===== src/rtl/uer_pkg.sv =====
// Shared types and constants of the ultrasonic echo ranger.
package uer_pkg;

  localparam int unsigned TrigW  = 8;
  localparam int unsigned TmoW   = 16;
  localparam int unsigned ThrW   = 10;
  localparam int unsigned WidthW = 16;
  localparam int unsigned DistW  = 17;
  localparam int unsigned AddrW  = 2;
  localparam int unsigned DataW  = 16;

  // Register indexes on the configuration port.
  localparam logic [AddrW-1:0] REG_TRIGGER_TICKS = 2'd0;
  localparam logic [AddrW-1:0] REG_TIMEOUT_TICKS = 2'd1;
  localparam logic [AddrW-1:0] REG_NEAR_THRESH   = 2'd2;

  // Reset values of the registers.
  localparam logic [TrigW-1:0] TRIG_RESET = 8'd10;
  localparam logic [TmoW-1:0]  TMO_RESET  = 16'd60000;
  localparam logic [ThrW-1:0]  THR_RESET  = 10'd40;

  // width * 17 fits in 21 bits; divide by ten through a reciprocal.
  // ceil(2^24 / 10) overshoots by 4 / 2^24 per unit, exact below 2^22.
  localparam int unsigned ProdW       = 21;
  localparam int unsigned Div10Shift  = 24;
  localparam logic [ProdW-1:0] DIV10_MUL = 21'd1677722;
  localparam logic [ProdW-1:0] CM_SCALE  = 21'd1000;

  typedef struct packed {
    logic [TrigW-1:0] trigger_ticks;
    logic [TmoW-1:0]  timeout_ticks;
    logic [ThrW-1:0]  near_threshold_cm;
  } cfg_t;

  typedef struct packed {
    logic trig;
    logic done;
    logic tmo;
  } flags_t;

endpackage


===== src/rtl/uer_cfg.sv =====
// Configuration register file of the ultrasonic echo ranger.
module uer_cfg import uer_pkg::*; (
  input  logic             clk_i,
  input  logic             rst_ni,
  input  logic             cfg_we_i,
  input  logic [AddrW-1:0] cfg_addr_i,
  input  logic [DataW-1:0] cfg_wdata_i,
  output cfg_t             cfg_o
);

  cfg_t cfg_q;

  always_ff @(posedge clk_i or negedge rst_ni) begin
    if (!rst_ni) begin
      cfg_q.trigger_ticks     <= TRIG_RESET;
      cfg_q.timeout_ticks     <= TMO_RESET;
      cfg_q.near_threshold_cm <= THR_RESET;
    end else if (cfg_we_i) begin
      unique case (cfg_addr_i)
        REG_TRIGGER_TICKS: cfg_q.trigger_ticks     <= cfg_wdata_i[TrigW-1:0];
        REG_TIMEOUT_TICKS: cfg_q.timeout_ticks     <= cfg_wdata_i[TmoW-1:0];
        REG_NEAR_THRESH:   cfg_q.near_threshold_cm <= cfg_wdata_i[ThrW-1:0];
        default: ;
      endcase
    end
  end

  assign cfg_o = cfg_q;

endmodule


===== config.mk =====
export PLATFORM = sky130hd
export DESIGN_NAME = uer_cfg
export DESIGN_NICKNAME = d
export VERILOG_FILES = /design/src/rtl/uer_pkg.sv /design/src/rtl/uer_cfg.sv
export SDC_FILE = /design/constraint.sdc
export NUM_CORES = 1
export LEC_CHECK = 0
export BUFFER_PORTS_ARGS = -buffer_cell sky130_fd_sc_hd__buf_2
export CAP_MARGIN = 20
export CELL_PAD_IN_SITES_DETAIL_PLACEMENT = 1
export CELL_PAD_IN_SITES_GLOBAL_PLACEMENT = 1
export CORE_ASPECT_RATIO = 2
export CORE_MARGIN = 1.5
export CORE_UTILIZATION = 30
export DETAILED_ROUTE_END_ITERATION = 8
export PLACE_DENSITY = 0.69
export SLEW_MARGIN = 20
export SYNTH_ARGS = -nofsm -noshare
export SYNTH_HDL_FRONTEND = slang
export SYNTH_SLANG_ARGS = --single-unit

===== constraint.sdc =====
create_clock -name clk_i -period 0.8 [get_ports clk_i]
set_input_delay 0.12 -clock clk_i [delete_from_list [all_inputs] [get_ports clk_i]]
set_output_delay 0.12 -clock clk_i [all_outputs]
set_load 0.02 [all_outputs]

Yosys cells after proc, flatten, opt, wreduce, memory -nomap -nowiden
Cells that the tools add are included.
{"block": "totals", "register_bits": 34, "inputBits": 21, "out_inout_bits": 34, "word_cells": 9}
{"block": "op_classes", "n_eq_ne": 2, "n_reduce_logical": 4}
{"cell": "AND reduction 2 bit", "n": 3}
{"cell": "== test 2 x 1 -> 1 bit, second input constant", "n": 1}
{"cell": "== test 2 bit, second input constant", "n": 1}
{"cell": "zero test 2 bit", "n": 1}

Longest topological paths before layout
{"block": "logic_depth", "word_depth": 2, "ltp_mapped": 3}

Worst setup path before layout
OpenSTA, ideal clock, no wires.
{"block": "synth_path", "path_kind": "input to register", "from": "input port cfg_addr_i[1]", "to": "register cfg_q (netlist bit cfg_o[26])", "arrival_ns": 0.818, "required_ns": 0.675, "path_slack_ns": -0.143, "stages": 2, "path_buffers": 0, "cell_sequence": "nor3b_4 -> mux2_2"}
{"block": "synth_via", "elab_chain_len": 2}
{"item": "from (decl)", "line": "uer_cfg.sv:6", "text": "input logic [AddrW-1:0] cfg_addr_i,"}
{"item": "zero test 2 bit", "line": "uer_cfg.sv:19", "text": "unique case (cfg_addr_i)"}
{"item": "AND reduction 2 bit (no source line)"}
{"item": "to (decl)", "line": "uer_cfg.sv:11", "text": "cfg_t cfg_q;"}
No other way between the ends.
A chain may end at the register's enable or synchronous reset.

Worst setup path in the final report
{"block": "layout_path", "from": "register cfg_q (netlist bit cfg_o[25])", "to": "output port cfg_o[25] in the netlist's numbering"}
{"item": "to (decl)", "line": "uer_cfg.sv:8", "text": "output cfg_t cfg_o"}
No word-level cell between the ends.

==> metrics.cfg <==
[routing]
drt_iter0_drc = 7
vias = 967
vias_per_cell = 4.72
wl_per_cell_um = 19.4
drc = 0
ant_nets = 0
wirelength_um = 3970
drt_pass1_iterations = 2

[synthesis]
synth_top_area_cell = dfrtp_1
synth_most_common_cell = mux2_2
synthTopCellsByCount = 34 x mux2_2, 23 x dfrtp_1, 11 x dfstp_2
synth_edf_count = 0
synth_nets = 94
synth.area.top_cells = dfrtp_1 44%, mux2_2 29%, dfstp_2 22%
syn_avg_cell_area_um2 = 18.0
ys_seq_area_share_pct = 65.9
synth_area_mm2 = 0.00131
ys_types = 8
syn_inst = 73
synthArstFlopShare_pct = 100
ys.flop_type = dfrtp_1
yosys_warnings = 0
ys_ff_latch = 34
netlist.area_leader.share_pct = 43.9

[floorplanning]
dieArea_mm2 = 0.00480
rows = 33
dieWidth_um = 49.8
start_util_pct = 31.8
die_h_um = 96.5
coreArea_mm2 = 0.00413
num_io_pins = 55

[clock_tree]
cts_tree = done
h-tree-depth = 2
clock-sinks = 34
numCtsBuffers = 5
clockBufferDepth = 2
root_buffer = clkbuf_8
clkSlewWorstSetupHoldPaths_ns = 0.07
clkLatencyLatePin_ns = 0.28

[timing]
fin_worst_skew_ns = 0
period_share_pct = 135
slew_headroom_pct = 86.8
setup_violations = 50
grt_setup_unrepaired = true
report.final.slew_viol_count = 0
finalHoldViolations = 0
worst_slew_pin_slew_ns = 0.198
setup_ws_ns = -0.282
period_needed_ns = 1.08
fmax_ghz = 0.924

[worst_setup_path]
cp_top_family = flip-flops
slowest_stage = dfstp_2
crit_path_max_incr_delay_ns = 0.56
r2r-start = cfg_o[12]
crit_arrival_ns = 0.96
cp_max_fo = 2
crit_path_cell_trace = buf_6
r2r_slack_ns = -0.11
crit_type = reg -> out
rr_worst_depth = 2
critPathBufInv = 1
cp-start-kind = register
cp.required_ns = 0.68
r2r-end = cfg_o[12]
end_kind = output port

[grt]
grt_use_met3_pct = 4.62
top_usage_layer = met2
grt_use_met1_pct = 17.9
grt_pass1_vias = 1084
grt_usage_pct = 16.9
antenna_found_initial = 0
overflow = 0
grt_pass1_wl_um = 5870
grt_use_met2_pct = 31.8
grt_max_degree = 35

[min_path]
worstHoldStart = cfg_wdata_i[11]
holdCritPathClass = in -> reg
hold_end = cfg_o[21]
hold_depth = 2

[cells_and_area]
nets = 173
layout-drive-gt1-share_pct = 88.9
finalNonFillerCells = 205
area_delta_synth_final_pct = 72.6
largest_reg_flops = 34
diodes = 0

[placed_design]
dp_slack_ns = -0.323
gp_congestion = 0.743
hpwl_um = 2280
io_buffers = 54
placedCellCount = 180

[flow_run]
drv_cap = 0

[outcome]
outcome = finished with violations
violations = setup timing

[power]
p_total_uw = 5840
power_leakage_uw = 0.00109
power_density_mw_per_mm2 = 2580
vdd_drop_max_mv = 1.47

==> repair_timing <==
item,in CTS,in global routing
hold buffers,1,0
setup endpoints to repair,39,50
endpoints found under the hold margin,23,0
setup buffers,11,5
pin swaps,0,1
resized for setup,74,16
==> cell usage in the layout, fill, tap and decap left out, drive strengths merged <==
cell type / n
clkbuf: 6
nor3b: 1
dlygate4sd3: 1
dfrtp: 23
dfstp: 11
nand3b: 2
clkinv: 1
buf: 73
mux2: 34
clkinvlp: 1
==> per-layer routing <==
layer | share of wire, % | vias up | wire, um
met3 | 5.5 | 8 | 217
met2 | 55 | 44 | 2190
li1 | - | 414 | -
met5 | 0 | - | 0
met4 | 1.2 | 0 | 47
met1 | 38 | 501 | 1510
==> final cells by class <==
cell class | count | area (um^2)
Clock buffer | 6 | 82.6
Clock inverter | 2 | 12.5
Fill cell | 422 | 1860
Multi-Input combinational cell | 37 | 493
Sequential cell | 34 | 875
Tap cell | 52 | 65.1
Timing Repair Buffer | 74 | 738
==> how the worst max path moves through the flow <==
stage                        from         to  cells after the start
finish                  cfg_o[25]  cfg_o[25]                      1
global route            cfg_o[25]  cfg_o[25]                      1
CTS                     cfg_o[27]  cfg_o[27]                      1
detailed placement  cfg_addr_i[1]  cfg_o[12]                      3
global placement    cfg_addr_i[1]  cfg_o[12]                      3
floorplan           cfg_addr_i[1]  cfg_o[26]                      2
==> cells by family (layout without fill, tap and decap cells) <==
logic type / count (synthesis) / count (layout) / synth area share (%)
muxes: 34 / 34 / 29.2
DFF: 34 / 34 / 65.9
and+or+nand+nor: 3 / 3 / 3.53
buffers and inverters: 2 / 82 / 1.43
==> power breakdown <==
part	internal [uW]	switching, uW
registers	2140	286
clock network	691	625
logic	1250	841
==> per-stage QoR <==
stage	util, %	hold WS [ns]	setup TNS [ns]	cell area, um^2
finish	54.9	0.0682	-7.58	2270
global route	54.9	0.0763	-8.72	2270
CTS	52.6	0.0619	-7.15	2170
detailed placement	42.1	0.0915	-9.34	1740
global placement	42.1	0.0878	-8.51	1740
floorplan	-	-0.176	-1.95	1360
No activity file was read; power rests on OpenSTA's default activity.
