==> config.mk <==
export PLATFORM = sky130hd
export DESIGN_NAME = uer_range
export DESIGN_NICKNAME = d
export VERILOG_FILES = /design/src/rtl/uer_pkg.sv /design/src/rtl/uer_range.sv
export SDC_FILE = /design/constraint.sdc
export NUM_CORES = 1
export LEC_CHECK = 0
export ABC_AREA = 1
export BUFFER_PORTS_ARGS = -buffer_cell sky130_fd_sc_hd__buf_2
export CORE_ASPECT_RATIO = 1.4
export CORE_UTILIZATION = 55
export DETAILED_ROUTE_END_ITERATION = 10
export GPL_ROUTABILITY_DRIVEN = 0
export PLACE_DENSITY_LB_ADDON = 0.12
export SLEW_MARGIN = 20
export SYNTH_ARGS = -nofsm -noshare
export SYNTH_HDL_FRONTEND = slang
export SYNTH_SLANG_ARGS = --single-unit
==> constraint.sdc <==
create_clock -name vclk -period 20.4
set_clock_uncertainty 0.05 [all_clocks]
set_input_delay 1.02 -clock vclk [all_inputs]
set_output_delay 1.02 -clock vclk [all_outputs]
set_load 0.01 [all_outputs]
==> src/rtl/uer_pkg.sv <==
// Shared types and constants of the ultrasonic echo ranger.
package uer_pkg;

  localparam int unsigned TrigW  = 8;
  localparam int unsigned TmoW   = 16;
  localparam int unsigned ThrW   = 10;
  localparam int unsigned WidthW = 16;
  localparam int unsigned DistW  = 17;
  localparam int unsigned AddrW  = 2;
  localparam int unsigned DataW  = 16;

  // Register indexes on the configuration port.
  localparam logic [AddrW-1:0] REG_TRIGGER_TICKS = 2'd0;
  localparam logic [AddrW-1:0] REG_TIMEOUT_TICKS = 2'd1;
  localparam logic [AddrW-1:0] REG_NEAR_THRESH   = 2'd2;

  // Reset values of the registers.
  localparam logic [TrigW-1:0] TRIG_RESET = 8'd10;
  localparam logic [TmoW-1:0]  TMO_RESET  = 16'd60000;
  localparam logic [ThrW-1:0]  THR_RESET  = 10'd40;

  // width * 17 fits in 21 bits; divide by ten through a reciprocal.
  // ceil(2^24 / 10) overshoots by 4 / 2^24 per unit, exact below 2^22.
  localparam int unsigned ProdW       = 21;
  localparam int unsigned Div10Shift  = 24;
  localparam logic [ProdW-1:0] DIV10_MUL = 21'd1677722;
  localparam logic [ProdW-1:0] CM_SCALE  = 21'd1000;

  typedef struct packed {
    logic [TrigW-1:0] trigger_ticks;
    logic [TmoW-1:0]  timeout_ticks;
    logic [ThrW-1:0]  near_threshold_cm;
  } cfg_t;

  typedef struct packed {
    logic trig;
    logic done;
    logic tmo;
  } flags_t;

endpackage

==> src/rtl/uer_range.sv <==
// Echo width to distance conversion and the near-obstacle compare.
module uer_range import uer_pkg::*; (
  input  logic [WidthW-1:0] width_i,
  input  logic [ThrW-1:0]   thresh_i,
  output logic [DistW-1:0]  dist_o,
  output logic              near_o
);

  logic [ProdW-1:0]   prod17;
  logic [ProdW-1:0]   limit;
  logic [2*ProdW-1:0] recip;

  // width * 17 as a shift and add.
  assign prod17 = ProdW'({width_i, 4'b0000}) + ProdW'(width_i);
  assign recip  = (2*ProdW)'(prod17) * (2*ProdW)'(DIV10_MUL);
  assign dist_o = recip[Div10Shift +: DistW];
  assign limit  = ProdW'(thresh_i) * CM_SCALE;
  assign near_o = (prod17 <= limit);

endmodule

==> Word level (Yosys, flattened, before mapping) <==
Index checks and enable logic that the tools add are counted.
{ "totals": {"regBits": 0, "inputBits": 26, "output_inout_bits": 18, "word_cells": 4} }
{ "classes": {"addsub": 1, "mul": 2, "magnitude_cmp": 1} }
{ "ops": {"columns": ["operator", "n"], "rows": [
  ["$mul A21 B20 Y40 const B", 1],
  ["$add A20 B16 Y21", 1],
  ["$le A21 B20 Y1", 1],
  ["$mul A10 B7 Y17 const B", 1]
]} }

==> Longest topological paths before layout <==
{ "logic_depth": {"word_depth": 2, "depth_mapped": 33, "depth_no_buf": 33} }

==> Worst setup path before layout <==
OpenSTA, ideal clock, no wires.
{ "synth_path": {"path_type": "input to output", "start": "in width_i[0]", "end": "out dist_o[16]", "arrival_time_ns": 6.814, "required_time_ns": 19.330, "slack_ns": 12.516, "cell_stages": 27, "path_buffers": 0, "cell_sequence": "ha_1 fa_1 nand3_1 nand2_1 nand2_1 o2bb2ai_1 o21ai_2 xor2_1 ha_1 inv_1 fa_1 inv_1 fa_1 inv_1 fa_1 inv_1 fa_1 fa_1 ha_1 ha_1 a21oi_1 o21ai_0 a21oi_1 nor2_1 nor2_1 nand3b_1 nand2_1"} }
{ "synth_between": {"elab_chain_len": 2} }
{ "synth_rtl": {"columns": ["item", "line_no", "text"], "rows": [
  ["start, declared", "uer_range.sv:3", "input logic [WidthW-1:0] width_i,"],
  ["$add A20 B16 Y21", "uer_range.sv:14", "assign prod17 = ProdW'({width_i, 4'b0000}) + ProdW'(width_i);"],
  ["$mul A21 B20 Y40", "uer_range.sv:15", "assign recip = (2*ProdW)'(prod17) * (2*ProdW)'(DIV10_MUL);"],
  ["end, declared", "uer_range.sv:5", "output logic [DistW-1:0] dist_o,"]
]} }
Every way passes these cells.

==> Worst setup path in the final report <==
{ "layout_path": {"start": "in width_i[0]", "end": "out dist_o[13]"} }
Same word-level chain as after synthesis.

==> results.txt <==
delay of the slowest cell on the worst path: 0.54 ns
Critical Path AT: 8.23 ns
antenna violations before repair: 0
Unique masters post-synth: 41
count of cells resized by post-cts repair: 0
detailed router's first-iteration violation count: 254
Via density: 5.22
layout sequential cell count: 0
main area contributors after synthesis: sky130_fd_sc_hd__fa_1 (32%), sky130_fd_sc_hd__ha_1 (30%), sky130_fd_sc_hd__inv_1 (13%)
cell with the largest stage delay on the worst path: sky130_fd_sc_hd__fa_1
top cell type's share of synthesized area: 0.323
actual slew at the worst max-slew pin: 0.907 ns
Mapped Area: 11100 µm²
Sum Neg Setup Slack: 0 ns
area inside the core boundary: 19800 µm²
Yosys top cell by area: sky130_fd_sc_hd__fa_1
most used standard cell by instance count after synthesis: sky130_fd_sc_hd__inv_1
WL met2: 15200 µm
vertical die dimension: 170 µm
Die W: 122 µm
CP Launch Type: input port
starting utilization of the core area: 0.559
average detailed-routed wire length per instance: 17.0 µm
HPWL after DPL: 26100 µm
routed metal-1 wirelength: 11200 µm
highest metal layer used by the detailed router: met4
most used standard cells in the synthesized netlist: sky130_fd_sc_hd__inv_1 (371), sky130_fd_sc_hd__ha_1 (267), sky130_fd_sc_hd__nand2_1 (219)
fraction of the yosys area taken by sequential cells: 0
final max-slew violation count: 0
Worst Path Class, Setup: in2out
GR Overflow Total: 0
max-cap violations: 0
first-pass GRT wire length: 47000 µm
DRC errors left: 0
total wirelength of the detailed-routed design: 28400 µm
number of vias after detailed routing: 8723
Yosys Warn Count: 0
buffers inserted by post-CTS timing repair: 0
worst min-delay path class: in2out
pin count of the biggest net entering global routing: 10
post-detailed-route count of antenna-violating nets: 0
final number of hold-violating endpoints: 0
die area: 20700 µm²
fin nets: 1894
all-layer global routing usage: 0.296
Finish-stage setup viols: 0
cts hold-fix bufs: 0
maximum fanout along the worst path: 9
crit end category: output pin
clock buffer instance count of the final layout: 0
worst setup path endpoint: dist_o[13]
sum of met3 wire segment lengths after detailed routing: 549 µm
time the final worst path needs with I/O delays and setup: 9.30 ns
number of antenna repair diodes: 0
via count of the first global-routing pass: 9645
Synthesized Nets: 1844
data required time at the worst endpoint: 19.33 ns
final clock period utilization by the worst path: 0.456
source of the critical timing path: width_i[0]
cells after synthesis: 1372
setup repair after global routing missed its margin: no
per-instance average area after synthesis: 8.08 µm²
drt first pass iters: 5
relative area change from synthesis to final layout: 5.12%
Achievable Freq: 108 MHz
register area: 0 µm²
run status: completed
number of port buffers: 44
Rel. slew slack: 0.393
io pins: 44
row count: 61
ratio of cells with drive above 1 in the final layout: 0.0613
Filler Cell Count: 1919
## layout make-up
class / instances / area (µm²) / share of cell area
multi-input combinational: 996 / 9680 / 0.830
inverter: 375 / 1410 / 0.121
tap: 252 / 315 / 0.0270
timing repair buffer: 49 / 258 / 0.0221
## critical path, delay by kind of cell
family	cells	cell delay (ns)
adders and majority gates	10	4.39
AOI/OAI and AO/OA	2	0.28
xor gates and xnor gates	1	0.52
buffers and inverters	6	0.62
and+or+nand+nor	11	1.40
## cell usage in the layout, fill, tap and decap left out, types with 8 or more instances in the layout
cell type	instances
sky130_fd_sc_hd__a21o_1	8
sky130_fd_sc_hd__a21oi_1	66
sky130_fd_sc_hd__buf_2	44
sky130_fd_sc_hd__fa_1	179
sky130_fd_sc_hd__ha_1	267
sky130_fd_sc_hd__inv_1	371
sky130_fd_sc_hd__nand2_1	219
sky130_fd_sc_hd__nand3_1	40
sky130_fd_sc_hd__nor2_1	75
sky130_fd_sc_hd__nor2_2	8
sky130_fd_sc_hd__nor3_1	11
sky130_fd_sc_hd__o21ai_0	26
sky130_fd_sc_hd__xnor2_1	14
sky130_fd_sc_hd__xor2_1	19
## logic make-up after synthesis
kind of cell | Yosys count | synth area share
fa+ha+maj | 446 | 0.624
compound gates | 129 | 0.0680
buf+inv | 376 | 0.127
xor+xnor | 35 | 0.0296
simple gates | 386 | 0.151
## stage by stage
| step | instances | hold slack [ns] | instance area, µm² | utilization | worst slack [ns] |
|---|---|---|---|---|---|
| 2_1_floorplan | 1372 | 2.26 | 11100 | - | 12.52 |
| 3_3_place_gp | 1672 | 2.68 | 11700 | 0.587 | 11.19 |
| 3_5_place_dp | 1672 | 2.68 | 11700 | 0.587 | 11.13 |
| 4_1_cts | 1672 | 2.69 | 11700 | 0.587 | 11.11 |
| 5_1_grt | 1672 | 2.78 | 11700 | 0.587 | 10.64 |
| 6_report | 1672 | 2.70 | 11700 | 0.587 | 11.10 |
## metal layers
| metal | vias to the layer above | track usage |
|---|---|---|
| met5 | - | 0 |
| met4 | 0 | 0.123 |
| met3 | 77 | 0.0104 |
| met2 | 171 | 0.568 |
| met1 | 4126 | 0.334 |
| li1 | 4349 | - |
## how the worst min path moves through the flow
stage / start / to / cells past startpoint
6_report: width_i[15] / near_o / 7
5_1_grt: width_i[2] / near_o / 6
4_1_cts: width_i[15] / near_o / 7
3_5_place_dp: width_i[15] / near_o / 7
3_3_place_gp: width_i[15] / near_o / 7
2_1_floorplan: width_i[2] / near_o / 4
Power is not shown: default switching activity piles up to over one toggle a cycle in this logic, so the estimate is an artifact.
