$ cat config.mk
export PLATFORM = sky130hd
export DESIGN_NAME = uer_fsm
export DESIGN_NICKNAME = d
export VERILOG_FILES = /design/src/rtl/uer_pkg.sv /design/src/rtl/uer_fsm.sv
export SDC_FILE = /design/constraint.sdc
export NUM_CORES = 1
export LEC_CHECK = 0
export BUFFER_PORTS_ARGS = -buffer_cell sky130_fd_sc_hd__buf_2
export CORE_MARGIN = 2
export CORE_UTILIZATION = 51
export CTS_CLUSTER_DIAMETER = 100
export CTS_CLUSTER_SIZE = 30
export DETAILED_ROUTE_END_ITERATION = 16
export PLACE_DENSITY = 0.85
export SYNTH_ARGS = -nofsm -noshare
export SYNTH_HDL_FRONTEND = slang
export SYNTH_SLANG_ARGS = --single-unit
$ cat constraint.sdc
create_clock -name clk_i -period 2.9 [get_ports clk_i]
set_input_delay 0.435 -clock clk_i [delete_from_list [all_inputs] [get_ports clk_i]]
set_output_delay 0.435 -clock clk_i [all_outputs]
set_load 0.1 [all_outputs]
$ cat src/rtl/uer_pkg.sv
// Shared types and constants of the ultrasonic echo ranger.
package uer_pkg;

  localparam int unsigned TrigW  = 8;
  localparam int unsigned TmoW   = 16;
  localparam int unsigned ThrW   = 10;
  localparam int unsigned WidthW = 16;
  localparam int unsigned DistW  = 17;
  localparam int unsigned AddrW  = 2;
  localparam int unsigned DataW  = 16;

  // Register indexes on the configuration port.
  localparam logic [AddrW-1:0] REG_TRIGGER_TICKS = 2'd0;
  localparam logic [AddrW-1:0] REG_TIMEOUT_TICKS = 2'd1;
  localparam logic [AddrW-1:0] REG_NEAR_THRESH   = 2'd2;

  // Reset values of the registers.
  localparam logic [TrigW-1:0] TRIG_RESET = 8'd10;
  localparam logic [TmoW-1:0]  TMO_RESET  = 16'd60000;
  localparam logic [ThrW-1:0]  THR_RESET  = 10'd40;

  // width * 17 fits in 21 bits; divide by ten through a reciprocal.
  // ceil(2^24 / 10) overshoots by 4 / 2^24 per unit, exact below 2^22.
  localparam int unsigned ProdW       = 21;
  localparam int unsigned Div10Shift  = 24;
  localparam logic [ProdW-1:0] DIV10_MUL = 21'd1677722;
  localparam logic [ProdW-1:0] CM_SCALE  = 21'd1000;

  typedef struct packed {
    logic [TrigW-1:0] trigger_ticks;
    logic [TmoW-1:0]  timeout_ticks;
    logic [ThrW-1:0]  near_threshold_cm;
  } cfg_t;

  typedef struct packed {
    logic trig;
    logic done;
    logic tmo;
  } flags_t;

endpackage

$ cat src/rtl/uer_fsm.sv
// Trigger, echo wait and echo width state machine, advanced once per tick.
module uer_fsm import uer_pkg::*; #(
  parameter int unsigned CntW = 16
) (
  input  logic            clk_i,
  input  logic            rst_ni,
  input  logic            step_i,
  input  logic            echo_i,
  input  cfg_t            cfg_i,
  output flags_t          flags_o,
  output logic [CntW-1:0] width_o
);

  typedef enum logic [1:0] {
    PH_IDLE,
    PH_TRIG,
    PH_WAIT,
    PH_MEAS
  } phase_e;

  localparam logic [CntW-1:0] WidthMax = {CntW{1'b1}};
  localparam logic [TrigW-1:0] PulseMax = {TrigW{1'b1}};

  phase_e            phase_q, phase_d;
  logic [TrigW-1:0]  pulse_q, pulse_d, pulse_inc;
  logic [TmoW-1:0]   wait_q, wait_d;
  logic [CntW-1:0]   width_q, width_d;
  logic [TrigW-1:0]  pulse_len;
  flags_t            flags;

  // A programmed length of zero behaves as a single tick.
  assign pulse_len = (cfg_i.trigger_ticks == '0) ? TrigW'(1) : cfg_i.trigger_ticks;
  assign pulse_inc = (pulse_q < PulseMax) ? pulse_q + TrigW'(1) : pulse_q;

  always_comb begin
    phase_d = phase_q;
    pulse_d = pulse_q;
    wait_d  = wait_q;
    width_d = width_q;
    flags   = '0;
    unique case (phase_q)
      PH_IDLE: begin
        if (!echo_i) begin
          flags.trig = 1'b1;
          pulse_d    = TrigW'(1);
          if (pulse_len == TrigW'(1)) begin
            phase_d = PH_WAIT;
            wait_d  = '0;
          end else begin
            phase_d = PH_TRIG;
          end
        end
      end
      PH_TRIG: begin
        flags.trig = 1'b1;
        pulse_d    = pulse_inc;
        if (pulse_inc >= pulse_len) begin
          phase_d = PH_WAIT;
          wait_d  = '0;
        end
      end
      PH_WAIT: begin
        if (echo_i) begin
          phase_d = PH_MEAS;
          width_d = CntW'(1);
        end else if (wait_q >= cfg_i.timeout_ticks) begin
          flags.tmo = 1'b1;
          phase_d   = PH_IDLE;
        end else begin
          wait_d = wait_q + TmoW'(1);
        end
      end
      PH_MEAS: begin
        if (echo_i) begin
          if (width_q < WidthMax) begin
            width_d = width_q + CntW'(1);
          end
        end else begin
          flags.done = 1'b1;
          phase_d    = PH_IDLE;
        end
      end
      default: phase_d = PH_IDLE;
    endcase
  end

  always_ff @(posedge clk_i or negedge rst_ni) begin
    if (!rst_ni) begin
      phase_q <= PH_IDLE;
      pulse_q <= '0;
      wait_q  <= '0;
      width_q <= '0;
    end else if (step_i) begin
      phase_q <= phase_d;
      pulse_q <= pulse_d;
      wait_q  <= wait_d;
      width_q <= width_d;
    end
  end

  assign flags_o = flags;
  assign width_o = width_q;

endmodule

* Yosys cells after proc, flatten, opt, wreduce, memory -nomap -nowiden
Cells that the tools add are included.
Word-level totals: register bits after elaboration 42, input bits 38, output and inout bits 19, logic and storage cells 61
Operators by class: $add $sub $neg 3, magnitude comparators 4, equal/unequal tests 14, mux-type cells 27, reduce and logical (&&, ||, !) cells 9
Operators with widths (count):
- 16-bit two-way mux | 8
- 16-bit case mux with 3 select lines | 1
- 16-bit by 1-bit adder with 16-bit output (second input constant) | 2
- 16-bit case mux with 2 select lines | 1
- 8-bit two-way mux | 3
- 2-bit inequality test (second input constant) | 9
- 16-bit >= comparator | 1
- 16-bit less-than comparator (second input constant) | 1
- 8-bit case mux with 2 select lines | 1
- 2-bit two-way mux | 6
- 5-bit AND reduction | 2
- 8-bit by 1-bit adder with 8-bit output (second input constant) | 1
- 8-bit by 1-bit equality test with 1-bit output (second input constant) | 1
- 8-bit >= comparator | 1
- 8-bit logical NOT | 1
- 8-bit less-than comparator (second input constant) | 1
- 2-bit case mux with 4 select lines | 1
- 7-bit AND reduction | 1
- 1-bit two-way mux | 5
- 2-bit equality test (second input constant) | 2
- 2-bit nonzero test | 2
- 3-bit inequality test (second input constant) | 1
- 3-bit AND reduction | 1
- 3-bit nonzero test | 1
- other kinds (3) | 3

* Logic depth before layout (Yosys ltp)
Gate-level depths: netlist of the first run.
depth after elaboration 6, mapped depth 14, mapped depth without buffers 13

* Worst setup path after synthesis of the first run
Ideal clock, no wire load.
kind in2out, from input port cfg_i[24] (netlist name), to output port flags_o[0] (netlist name), arrival time 3790 ps, required time 2465 ps, setup slack -1325 ps, stages 8, path buffers 1, cell sequence inv_1 -> ha_1 -> nand4_1 -> a211oi_1 -> a32oi_4 -> and2_1 -> buf_2 -> nor3_1
RTL lines:
- start: declaration | RTL line uer_fsm.sv:9 | input cfg_t cfg_i,
- end: declaration | RTL line uer_fsm.sv:10 | output flags_t flags_o,

==> results.toml, run 1 <==
[run_status]
status = "finished clean"

[clock_tree]
cts_max_level = 2
cts_hold_buffers = 0
cts_tree = "yes"
root_buffer = "clkbuf_8"
cts_sinks = 42
clock_latency_ns = 0.30
clkTransAtPathRegs_ns = 0.08
numCtsBuffers = 5
clockBufferDepth = 2

[power]
p_int_mw = 1.34
pwr-share-seq = 0.334
netSwitchingFraction = 0.490
power_mw = 2.62
power.switching_mw = 1.29
cellPowerDensity_mw_per_mm2 = 711
ir_drop_mv = 0.569
clkPwrFrac = 0.156
comb_power_share = 0.510
p_leak_nw = 1.84

[placed_design]
port-buffer-count = 46
post-dp-hpwl_um = 5370
gp_congestion = 0.876
pre_cts_ws_ns = 0.0244

[logic_synthesis]
synth_seq_cells = 42
synth_top_family_by_area = "simple AND/OR/NAND/NOR gates"
synth_compound_area_frac = 0.210
synth-edff-count = 0
synth_cell_types = 50
synthXorXnorAreaFrac = 0.0224
synth_cells = 382
synth-simple-area-share = 0.259
async_flop_share = 1.00
avgSynthCellArea_um2 = 8.20
yosysWarnings = 0
yosysSeqAreaShare = 0.336
synth.net_count = 447
ys.flop_type = "dfrtp_1"
mappedNetlistArea_mm2 = 0.00313
synth_adder_area_share = 0.108
muxShareOfSynthArea = 0.00639

[floorplan]
die_w_um = 82.3
ioPinCount = 57
die_y_um = 82.3
die-area_mm2 = 0.00678
start_util = 0.529
rows = 28
core_area_mm2 = 0.00592

[cells_and_area]
area_growth_pct = 17.9
n_fill_cell = 506
diodes = 0
drive_gt1_frac = 0.200
nets = 503
utilization = 0.623
layout_commonest_cell = "buf_2"
most-common-layout-cells = "buf_2, dfrtp_1, nand2_1, nor2_1, inv_1"

[global_route]
antenna_found_initial = 0
grt_pass1_wl_um = 12100
grt_use_total = 0.229
grt_use_met2 = 0.381
grt.met1_usage = 0.301
grt_max_degree = 43
grt_pass1_vias = 2700
busiest_layer = "met2"
overflow = 0
grt_use_met3 = 0.0457

[timing]
fin_ws_ns = 0.119
finalCritPeriodShare = 0.959
setup_viol = 0
finalCriticalPeriod_ns = 2.78
fmax_mhz = 360
max-slew-margin-rel = 0.369
fin_skew_ns = 0.00679
hold_viol_final = 0
worstMarginPinSlew_ns = 0.946
slew_viol_final = 0

[route]
wl_per_cell_um = 14.4
drc = 0
wirelength_um = 7410
antenna_violating_nets_post_route = 0
num_vias = 3016
drtIter0Drc = 267
drt-pass1-iter-count = 5
vias_per_cell = 5.87

[setup_path]
crit_arrival_ns = 2.35
cp_slowest_cell = "a2111o_1"
path_class = "reg2out"
worst_setup_path_end_kind = "output port"
cp.buffers_inverters = 2
crit_required_ns = 2.47
crit_path_max_fanout = 4
cp_top_family = "compound AO/OA/AOI/OAI gates"
cp_slowest_stage_delay_ns = 0.43
path_cells = "inv_1 -> ha_1 -> nand2b_4 -> a2111o_1 -> a32oi_4 -> and2_2 -> nor3_4 -> buf_12"
start_kind = "flip-flop"

[run]
drv_cap = 0

[hold_path]
hp-class = "in2async"
worst paths after layout:
| kind | startpoint | endpoint | slack (ns) | cells past startpoint |
|---|---|---|---|---|
| min in group clk_i | wait_q[13] | wait_q[13] | 0.54 | 2 |
| worst min register to register | wait_q[13] | wait_q[13] | 0.54 | 2 |
| worst max-delay path | wait_q[0] | flags_o[0] | 0.12 | 8 |
| worst max register to register | pulse_q[1] | wait_q[14] | 0.15 | 13 |
| max in group asynchronous | rst_ni | wait_q[8] | 2.04 | 1 |
| worst min-delay path | rst_ni | wait_q[14] | 0.28 | 1 |
logic make-up (layout without fill, tap and decap cells):
logic type	Yosys count	in the layout
muxes	2	2
AOI/OAI and AO/OA	95	95
DFF	42	42
xor gates and xnor gates	8	8
buffers and inverters	45	102
and+or+nand+nor	163	163
adders and majority gates	27	27
synth_stat cells, types with 2 or more instances:
cell	n	area [µm²]
o41ai_1	2	17.5
and2_1	3	18.8
nor2b_1	5	31.3
a211o_1	2	17.5
o21ai_0	21	105
inv_1	28	105
and4_1	2	17.5
nor2_1	39	146
a22o_1	9	78.8
buf_2	5	25.0
a21oi_1	16	80.1
a31oi_1	6	37.5
dfrtp_1	42	1050
a21o_1	2	15.0
ha_1	27	338
clkbuf_1	10	37.5
a41oi_1	6	52.6
a211oi_1	3	22.5
o31ai_1	5	37.5
nand4_1	15	93.8
nor3_1	15	75.1
nand2b_1	3	18.8
nor4_1	5	31.3
o21ai_1	6	30.0
nand3_1	21	105
nand2_1	37	139
or3_1	5	31.3
xnor2_1	3	26.3
o211ai_1	3	22.5
mux2i_1	2	20.0
o21a_1	4	30.0
xor2_1	5	43.8
and3_1	8	50.1
what timing repair did:
action,CTS,global route
pin swaps,0,5
endpoints found under the setup margin,1,19
buffers inserted,0,4
gates resized for setup,1,9
final cells by class:
cell class / count / area, µm² / area share
clock buffer: 7 / 86.3 / 0.0234
clock inverter: 1 / 5.00 / 0.00136
inverter: 29 / 109 / 0.0295
multi-input combinational: 295 / 1950 / 0.527
sequential: 42 / 1050 / 0.285
tap: 75 / 93.8 / 0.0254
timing repair buffer: 65 / 400 / 0.108
state kept, by name (all words and copies together) (netlist names):
register,cells
phase_q,2
pulse_q,8
wait_q,16
width_o,16
layer usage:
| metal | share of wire | vias to the layer above | wire, µm |
|---|---|---|---|
| met3 | 0.046 | 7 | 341 |
| met5 | 0 | - | 0 |
| met1 | 0.45 | 1402 | 3330 |
| met2 | 0.49 | 104 | 3670 |
| met4 | 0.010 | 0 | 76 |
| li1 | - | 1503 | - |
power by group through the flow:
| stage | combinational [mW] | sequential, mW | clock [mW] |
|---|---|---|---|
| after floorplan | 0.770 | 1.07 | 0 |
| after global placement | 1.25 | 0.878 | 0 |
| after detailed placement | 1.28 | 0.888 | 0 |
| after CTS | 1.29 | 0.877 | 0.415 |
| after global routing | 1.46 | 0.899 | 0.437 |
| final | 1.34 | 0.877 | 0.408 |
per-stage QoR:
stage / hold slack (ns) / instance area [µm²] / TNS, ns / instances
finish: 0.281 / 3690 / 0 / 514
global route: 0.362 / 3690 / -0.0146 / 514
CTS: 0.313 / 3630 / 0 / 510
detailed placement: 0.523 / 3540 / 0 / 502
global placement: 0.506 / 3540 / 0 / 502
floorplan: 0.139 / 3150 / -0.0727 / 382
(Power assumes the default switching activity.)
==> run 2: changes to the inputs <==
--- a/config.mk
+++ b/config.mk
@@ -6,7 +6,6 @@
 export NUM_CORES = 1
 export LEC_CHECK = 0
 export BUFFER_PORTS_ARGS = -buffer_cell sky130_fd_sc_hd__buf_2
-export CORE_MARGIN = 2
 export CORE_UTILIZATION = 51
 export CTS_CLUSTER_DIAMETER = 100
 export CTS_CLUSTER_SIZE = 30
==> run 2 against run 1 <==
  * Sequential power rose by 1%
  * Via count rose by 2.6%
  * Critical path depth fell by 1
  * Setup slack got worse by 0.017 ns
  * Clock skew rose by 0.0077 ns
  * Highest routed layer unchanged
==> results.toml, run 2 (same netlist as run 1, synthesis figures left out) <==
[run_status]
status = "finished clean"

[placed_design]
pre_cts_ws_ns = -0.0261
post-dp-hpwl_um = 5540
port-buffer-count = 46
gp_congestion = 0.870
dp_cells = 500

[power]
power_mw = 2.73
ir_drop_mv = 0.622
cellPowerDensity_mw_per_mm2 = 731
p_leak_nw = 1.86

[timing]
finalSetupTns_ns = 0
setup_viol = 0
holdWs_ns = 0.282
hold_viol_final = 0
finalCriticalPeriod_ns = 2.80
slew_viol_final = 0
worstMarginPinSlew_ns = 0.952
fmax_mhz = 357
max-slew-margin-rel = 0.366
fin_ws_ns = 0.102
finalCritPeriodShare = 0.965
fin_skew_ns = 0.0145

[route]
antenna_violating_nets_post_route = 0
wl_per_cell_um = 15.2
drtIter0Drc = 293
drc = 0
drt-pass1-iter-count = 4
wirelength_um = 7790
num_vias = 3093
vias_per_cell = 6.02

[clock_tree]
cts_max_level = 2
clock_latency_ns = 0.29
clockBufferDepth = 2
root_buffer = "clkbuf_8"
numCtsBuffers = 5
cts_hold_buffers = 0
cts_sinks = 42
clkTransAtPathRegs_ns = 0.08
cts_tree = "yes"

[setup_path]
crit_arrival_ns = 2.36
crit_path_max_fanout = 4
path_class = "reg2out"
crit_required_ns = 2.47
worst_setup_path_end_kind = "output port"
start_kind = "flip-flop"

[floorplan]
die_y_um = 80.3
start_util = 0.529
ioPinCount = 57
die_w_um = 80.3
core_area_mm2 = 0.00592
rows = 28
die-area_mm2 = 0.00646

[cells_and_area]
most-common-layout-cells = "buf_2, dfrtp_1, nand2_1, nor2_1, inv_1"
diodes = 0
layout_commonest_cell = "buf_2"
instances_no_fill = 514
drive_gt1_frac = 0.210
nets = 504
area_growth_pct = 19.3

[hold_path]
hp-class = "in2async"

[global_route]
grt_pass1_wl_um = 12100
grt_use_total = 0.239
grt_max_degree = 43
overflow = 0
antenna_found_initial = 0
grt_pass1_vias = 2735

[run]
drv_cap = 0
[run 2: worst paths after layout]
check,start,to,slack (ns),cells past startpoint
max,wait_q[15],flags_o[0],0.10,7
min,rst_ni,width_o[1],0.28,1
max reg2reg,pulse_q[1],wait_q[14],0.12,15
min reg2reg,width_o[1],width_o[1],0.55,2
max in group asynchronous,rst_ni,wait_q[5],2.01,1
min in group clk_i,width_o[1],width_o[1],0.55,2
[run 2: repair_timing]
action | in CTS | in global routing
pin swaps | 1 | 8
endpoints found under the setup margin | 4 | 18
resized for setup | 2 | 11
setup buffers | 0 | 7
[run 2: power by group]
group / internal, mW / switching, mW
combinational: 0.463 / 0.904
sequential: 0.694 / 0.193
clock: 0.276 / 0.200
total: 1.43 / 1.30
[run 2: stage by stage]
step | instance area, µm² | util
2_1_floorplan | 3150 | -
3_3_place_gp | 3520 | 0.595
3_5_place_dp | 3520 | 0.595
4_1_cts | 3640 | 0.615
5_1_grt | 3730 | 0.631
6_report | 3730 | 0.631
[run 2: cell type report]
cell class                 count  area [µm²]
timing repair buffer          66         408
clock inverter                 1        30.0
tap                           75        93.8
fill                         507        2190
multi-input combinational    295        1960
sequential                    42        1050
inverter                      29         109
clock buffer                   6        82.6
[run 2: layer usage]
| layer | routed length, µm | track usage | share of wire |
|---|---|---|---|
| met3 | 358 | 0.0273 | 0.046 |
| met1 | 3370 | 0.308 | 0.43 |
| met2 | 3990 | 0.423 | 0.51 |
| met4 | 73 | 0.0554 | 0.0094 |
| met5 | 0 | 0 | 0 |
[run 2: worst max-delay path, stage by stage, from the launching register on]
cell and delay [ns]:
dfrtp_1 0.39, ha_1 0.30, nand4_1 0.21, a211oi_2 0.36, a32oi_4 0.15, and2_2 0.25
nor3_4 0.21, buf_12 0.20
